==> src/ttr_pkg.sv <==
// transposition table replace: shared types, opcodes and controller interface
// used by ttr_ctrl, ttr_datapath and transposition_table_replace
// no dependencies
`timescale 1ns / 1ps

package ttr_pkg;

   // field widths
   localparam int KEY_W     = 64;
   localparam int KEY_MSB   = 63;
   localparam int CFG_W     = 13;
   localparam int DIV_CNT_W = 6;

   // entry count after reset
   localparam logic [CFG_W-1:0] CFG_RESET = 13'd4096;

   // operation codes
   typedef logic [1:0] opcode_type;
   localparam opcode_type OP_PROBE = 2'd0;
   localparam opcode_type OP_SAVE  = 2'd1;
   localparam opcode_type OP_AGE   = 2'd2;
   localparam opcode_type OP_NOP   = 2'd3;

   // bound type that always replaces
   localparam logic [1:0] BTYPE_FORCE = 2'd0;

   // one table slot, age mark kept apart
   typedef struct packed {
      logic [KEY_W-1:0]   key;
      logic signed [15:0] score;
      logic [1:0]         btype;
      logic [15:0]        move;
      logic [7:0]         depth;
   } ttr_entry_type;

   typedef enum logic [2:0] {
      ST_CLEAR,
      ST_IDLE,
      ST_DISPATCH,
      ST_DIVIDE,
      ST_READ,
      ST_LOOKUP,
      ST_AGE,
      ST_RESPOND
   } ttr_state_type;

   // controller to datapath
   typedef struct packed {
      logic load_item;
      logic zero_result;
      logic div_start;
      logic div_step;
      logic mem_read;
      logic lookup;
      logic sweep_start;
      logic sweep_clear;
      logic sweep_age;
      logic out_load;
   } ttr_cmd_type;

   // datapath to controller
   typedef struct packed {
      opcode_type opcode;
      logic       table_off;
      logic       div_last;
      logic       sweep_last;
      logic       out_free;
   } ttr_status_type;

endpackage

==> src/ttr_ctrl.sv <==
// transposition table replace: sequencing state machine
// depends on ttr_pkg for state, command and status types
`timescale 1ns / 1ps

module ttr_ctrl (
   input  logic                    clock,
   input  logic                    reset,
   input  logic                    req_valid,
   output logic                    req_stall,
   input  ttr_pkg::ttr_status_type status,
   output ttr_pkg::ttr_cmd_type    cmd
);

   ttr_pkg::ttr_state_type state_ff;
   ttr_pkg::ttr_state_type state_in;

   // state register, clearing pass runs first after reset
   always_ff @(posedge clock) begin
      if (reset) begin
         state_ff <= ttr_pkg::ST_CLEAR;
      end else begin
         state_ff <= state_in;
      end
   end

   // next state and commands
   always_comb begin
      state_in  = state_ff;
      cmd       = '0;
      req_stall = 1'b1;
      unique case (state_ff)
         ttr_pkg::ST_CLEAR: begin
            cmd.sweep_clear = 1'b1;
            if (status.sweep_last) begin
               state_in = ttr_pkg::ST_IDLE;
            end
         end
         ttr_pkg::ST_IDLE: begin
            req_stall = 1'b0;
            if (req_valid) begin
               cmd.load_item = 1'b1;
               state_in      = ttr_pkg::ST_DISPATCH;
            end
         end
         ttr_pkg::ST_DISPATCH: begin
            if (status.table_off) begin
               cmd.zero_result = 1'b1;
               state_in        = ttr_pkg::ST_RESPOND;
            end else begin
               unique case (status.opcode) inside
                  ttr_pkg::OP_PROBE, ttr_pkg::OP_SAVE: begin
                     cmd.div_start = 1'b1;
                     state_in      = ttr_pkg::ST_DIVIDE;
                  end
                  ttr_pkg::OP_AGE: begin
                     cmd.zero_result = 1'b1;
                     cmd.sweep_start = 1'b1;
                     state_in        = ttr_pkg::ST_AGE;
                  end
                  default: begin
                     cmd.zero_result = 1'b1;
                     state_in        = ttr_pkg::ST_RESPOND;
                  end
               endcase
            end
         end
         ttr_pkg::ST_DIVIDE: begin
            cmd.div_step = 1'b1;
            if (status.div_last) begin
               state_in = ttr_pkg::ST_READ;
            end
         end
         ttr_pkg::ST_READ: begin
            cmd.mem_read = 1'b1;
            state_in     = ttr_pkg::ST_LOOKUP;
         end
         ttr_pkg::ST_LOOKUP: begin
            cmd.lookup = 1'b1;
            state_in   = ttr_pkg::ST_RESPOND;
         end
         ttr_pkg::ST_AGE: begin
            cmd.sweep_age = 1'b1;
            if (status.sweep_last) begin
               state_in = ttr_pkg::ST_RESPOND;
            end
         end
         ttr_pkg::ST_RESPOND: begin
            if (status.out_free) begin
               cmd.out_load = 1'b1;
               state_in     = ttr_pkg::ST_IDLE;
            end
         end
         default: begin
            state_in = ttr_pkg::ST_IDLE;
         end
      endcase
   end

endmodule

==> config.mk <==
export PLATFORM = sky130hd
export DESIGN_NAME = ttr_ctrl
export DESIGN_NICKNAME = d
export VERILOG_FILES = /design/src/ttr_pkg.sv /design/src/ttr_ctrl.sv
export SDC_FILE = /design/constraint.sdc
export NUM_CORES = 1
export LEC_CHECK = 0
export BUFFER_PORTS_ARGS = -buffer_cell sky130_fd_sc_hd__buf_4
export CAP_MARGIN = 20
export CORE_AREA = 3 3 40 42
export CTS_BUF_LIST = sky130_fd_sc_hd__clkbuf_8 sky130_fd_sc_hd__clkbuf_16
export DETAILED_ROUTE_END_ITERATION = 7
export DIE_AREA = 0 0 43 45
export SLEW_MARGIN = 20
export SYNTH_ARGS = -nofsm -noshare
export SYNTH_HDL_FRONTEND = slang
export SYNTH_SLANG_ARGS = --single-unit
==> constraint.sdc <==
create_clock -name clock -period 1.29 [get_ports clock]
set_input_delay 0.1935 -clock clock [delete_from_list [all_inputs] [get_ports clock]]
set_output_delay 0.1935 -clock clock [all_outputs]
set_load 0.005 [all_outputs]
# == Yosys cells after proc, flatten, opt, wreduce, memory -nomap -nowiden ==
# Index checks and enable logic that the tools add are counted.
# classes
add_sub_neg,0
multipliers,0
div_mod_pow,0
order_cmp,0
eq_ne,14
n_shift,0
n_mux,26
bitwise,0
n_reduce_logical,4
# ops
op,n
$pmux 3 s8,1
$mux 3,6
$mux 1,17
$eq 3x3->1 const B,4
$ne 2x2->1 const B,5
$eq 3x2->1 const B,2
$pmux 3 s2,1
$reduce_and 5->1,1
$eq 3x1->1 const B,1
$logic_not 3->1,1
$eq 2x1->1 const B,1
$eq 2x2->1 const B,1
$logic_not 2->1,1
$mux 2,1
$reduce_or 2->1,1
# word_totals
register_bits,3
latch_bits,0
ram_bits,0
romBits,0
inputBits,9
out_inout_bits,11
elab_cells,45
n_memories,0

# == Longest topological paths before layout ==
# logic_depth
ltp_word,5
depth_mapped,4
ltp_nobuf,3

# == Worst setup path after synthesis ==
# OpenSTA, ideal clock, no wires.
# synth_timing
path_type,register -> register
startpoint,register state_ff[2]
endpoint,register state_ff[0]
setup_time_ns,0.127
arrival_time_ns,1.136
t_required_ns,1.163
setup_slack_ns,0.027
stages_incl_launch_ff,5
path_buffers,1
synth_period_minus_slack_ns,1.263
cell_sequence,dfxtp_1 buf_6 or3b_4 nor4b_4 nor4_1
# synth_between
elab_chain_cells,3
elab_cells_between_ends,15
cone_classes,12 x eq/ne; 1 x mux; 2 x reduce/logical
# synth_lines
item,line_no,source
from (decl),ttr_ctrl.sv:14,ttr_pkg::ttr_state_type state_ff;
from (signal assigned),ttr_ctrl.sv:20,state_ff <= ttr_pkg::ST_CLEAR;
from (signal assigned),ttr_ctrl.sv:22,state_ff <= state_in;
"$eq 3x2->1, or another cell as far along",ttr_ctrl.sv:31,unique case (state_ff)
$ne 2x2->1 (no line),-,
$reduce_and 5->1 (no line),-,
# Parallel ways exist; a longest one is shown, timed or not.
# A chain may end at the register's enable or synchronous reset.

==> metrics.md <==
| Metric | Value |
|---|---|
| Count of final setup violators | 4 |
| Number of nets still failing antenna checks after routing | 0 |
| Rel. slew slack | 82.2% |
| Area enclosed by the die boundary | a little under 2000 µm² |
| Count of warnings emitted by yosys | 0 |
| Highest achievable clock rate | 659 MHz |
| Depth of the CTS H-tree | 1 |
| Power Internal | just under 400 µW |
| Crit path time final | roughly 1.5 ns |
| Iteration-0 DRC Markers | 3 |
| Die height | 45 µm |
| Part of the Yosys area used for sequential elements | between 20 and 25% |
| Residual DRC count | 0 |
| Initial antenna violation count | 0 |
| Tightest Hold Check Type | in -> reg |
| Filler Cell Count | roughly 140 |
| Worst hold slack across all endpoints | 0.169 ns |
| Power density cells | 1050 nW/µm² |
| Sink Count | 3 |
| Hold_buf cts | 0 |
| Hold Vio Cnt, Final | 0 |
| Number of synthesized register bits | 3 |
| Vias per Instance | 4.51 |
| Synthesized netlist net count | 47 |
| Number of iterations in the first detailed-routing pass | 4 |
| Via count | around 350 |
| Wire length of the first global-routing pass | roughly 1200 µm |
| Start point of the worst hold path | reset |
| Mapped Avg Cell Area | just over 7 µm² |
| Clock root buffer | sky130_fd_sc_hd__clkbuf_8 |
| Critical path class | reg -> out |
| Most common library cell in the layout ignoring fill and taps | sky130_fd_sc_hd__buf_4 |
| Maximum number of buffers from clock root to sink | 2 |
| Syn-to-layout area delta | 89.5% |
| Portion of synthesized cell area occupied by the leading cell type | a little over a fifth |
| Ratio of cells with drive above 1 in the final layout | ~55% |
| Post-Synthesis Cells | 38 |
| Endpoint arrival time on the critical path | 1.32 ns |
| Worst r2r dst | state_ff[0] |
| Buffers inserted by post-CTS timing repair | 0 |
| Status | finished, violations left |
| Number of clock buffers inserted by TritonCTS | 3 |
| Worst setup slack after placement | 0.000888 ns |
| Worst Setup End Kind | output pin |
| Total net switching power | roughly 150 µW |
| RSZ-0062 raised after global routing | yes |
| Final clock skew | 0.000890 ns |
| Number of distinct library cells after synthesis | 21 |
| Area of the multi-input gates | 204 µm² |
| Count of buffers from port buffering | 19 |
| Startpoint of the worst register-to-register path | state_ff[2] |
| Nature of the critical path startpoint | flop |
| Count of max-cap constraint violations | 0 |
| Area inside the core boundary | 1280 µm² |
| Violated checks | negative setup slack |
| Total congestion overflow after global routing | 0 |
| Most area-consuming cells after synthesis | sky130_fd_sc_hd__dfxtp_1 (22%), sky130_fd_sc_hd__nor2_1 (9.6%), sky130_fd_sc_hd__nor3_1 (9.1%) |
| Worst reg2reg path depth | 4 |
| Register clock-pin slew on the reported worst setup and hold paths | 0.03 ns |
| Flip-flop count of the largest register, all copies and words added | 3 |
| Post-Route Setup TNS | -0.418 ns |
| Initial cell density of the core | 21.3% |
| Final wirelength | 771 µm |
| Transition at the pin with the smallest max-transition slack | 0.266 ns |
| Wire per inst | between 10 and 15 µm |
| Critical path data required time | 1.10 ns |
| Part of the total power dissipated in combinational logic | 31.2% |
| Clock tree from TritonCTS | built |
| Maximum number of pins on one net before global-route repair | 14 |
| Maximum fanout count along the critical path | 3 |
| Largest area contributor in the synthesized netlist | sky130_fd_sc_hd__dfxtp_1 |
| Setup slack of the critical path after layout | -0.226 ns |
| Register bank with the most flops | state_ff |
| Netlist Area Pre-Place | 274 µm² |
| Number of placed I/O pins | 20 |
| Total routing usage reported by global routing | 8.83% |
| HPWL after DPL | approximately 560 µm |
| Latest clock arrival within the worst-skew pair | 0.22 ns |
| VDD IR-drop max | 0.000397 V |
| Seq. cell area | 61.3 µm² |
| Switching part of the total | between 20 and 30% |
| Number of cells on the worst hold path | 2 |
| Site row count | 13 |
| RD Place Congestion | between 0.7 and 0.8 |
| Final net count | 72 |
| Clock Power Share | 49.0% |
| Total inserted antenna cells | 0 |
| Count of pins over their slew limit | 0 |
| Hold path endpoint | state_ff[2] |
| Worst R2R Setup Slack | 0.04 ns |
| Largest registers | state_ff x3 |
| Share of total power in sequential cells | 19.8% |
| Via count of the first global-routing pass | 289 |
| Most frequent cells in the layout | sky130_fd_sc_hd__buf_4 (22), sky130_fd_sc_hd__nor2_1 (6), sky130_fd_sc_hd__nor3_1 (4) |
| Floorplan die width | approximately 43 µm |
| Cell leakage power | roughly 0.25 nW |
| Final period utilization | 118% |
power groups by stage:
stage                     combinational (mW)  clock (mW)  sequential (mW)
after CTS                              0.156       0.275            0.107
after global routing                   0.186       0.287            0.110
after global placement                 0.154           0            0.108
after detailed placement               0.155           0            0.109
after floorplan                       0.0820           0            0.111
final                                  0.171       0.269            0.108
worst max-delay path, cell delays in order, from the launching register on:
cell and delay [ns]:
sky130_fd_sc_hd__dfxtp_2 0.31, sky130_fd_sc_hd__or3b_4 0.41, sky130_fd_sc_hd__nor4b_4 0.24, sky130_fd_sc_hd__buf_4 0.15
cells in the mapped netlist (all sizes together):
library cell / n
and3: 1
nor3: 5
nand3: 2
mux2i: 1
o21ai: 1
nor4: 1
xor2: 1
a2111oi: 1
dfxtp: 3
nand2: 3
clkbuf: 1
or3b: 1
a31oi: 1
nor4b: 1
nor2: 7
inv: 3
nor3b: 1
nand2b: 1
or3: 1
buf: 2
how the worst max path moves through the flow:
stage,slack (ns),cells after the start,end,start
2_1_floorplan,0.03,4,state_ff[0],state_ff[2]
6_report,-0.23,3,cmd[3],state_ff[2]
3_3_place_gp,0.008,3,cmd[3],state_ff[2]
5_1_grt,-0.27,3,cmd[3],state_ff[2]
3_5_place_dp,0.0009,3,cmd[3],state_ff[2]
4_1_cts,-0.24,3,cmd[3],state_ff[2]
area by class of cell:
class	count	area share, %
clock inverter	1	0.723
sequential	3	11.8
clock buffer	3	7.95
tap	15	3.61
multi-input combinational	29	39.3
timing repair buffer	23	34.0
inverter	3	2.65
cell families after synthesis:
kind of cell              count (synthesis)  synth area share (%)
buffers and inverters                     6                  12.8
and+or+nand+nor                          24                  51.1
DFF                                       3                  21.9
muxes                                     1                  3.65
xor gates and xnor gates                  1                  3.20
AOI/OAI and AO/OA                         3                  7.31
stage by stage:
step           std cells  utilization [%]  power [mW]  cell area [µm²]
6_report              77             40.4       0.548              519
3_3_place_gp          73             34.4       0.263              442
3_5_place_dp          73             34.4       0.263              442
5_1_grt               77             40.4       0.584              519
4_1_cts               77             38.1       0.538              489
2_1_floorplan         38                -       0.193              274
timing repair:
item,CTS,global route
resized for setup,1,9
pin swaps,1,1
cloned,0,0
setup endpoints to repair,4,10
per-layer routing:
layer	GRT usage (%)	vias up	share of wire, %
li1	-	179	-
met1	11.1	147	44
met2	11.4	19	44
met3	2.79	2	10
met4	9.04	0	2.2
met5	0	-	0
Note: power is estimated with default switching activity, not from simulation.
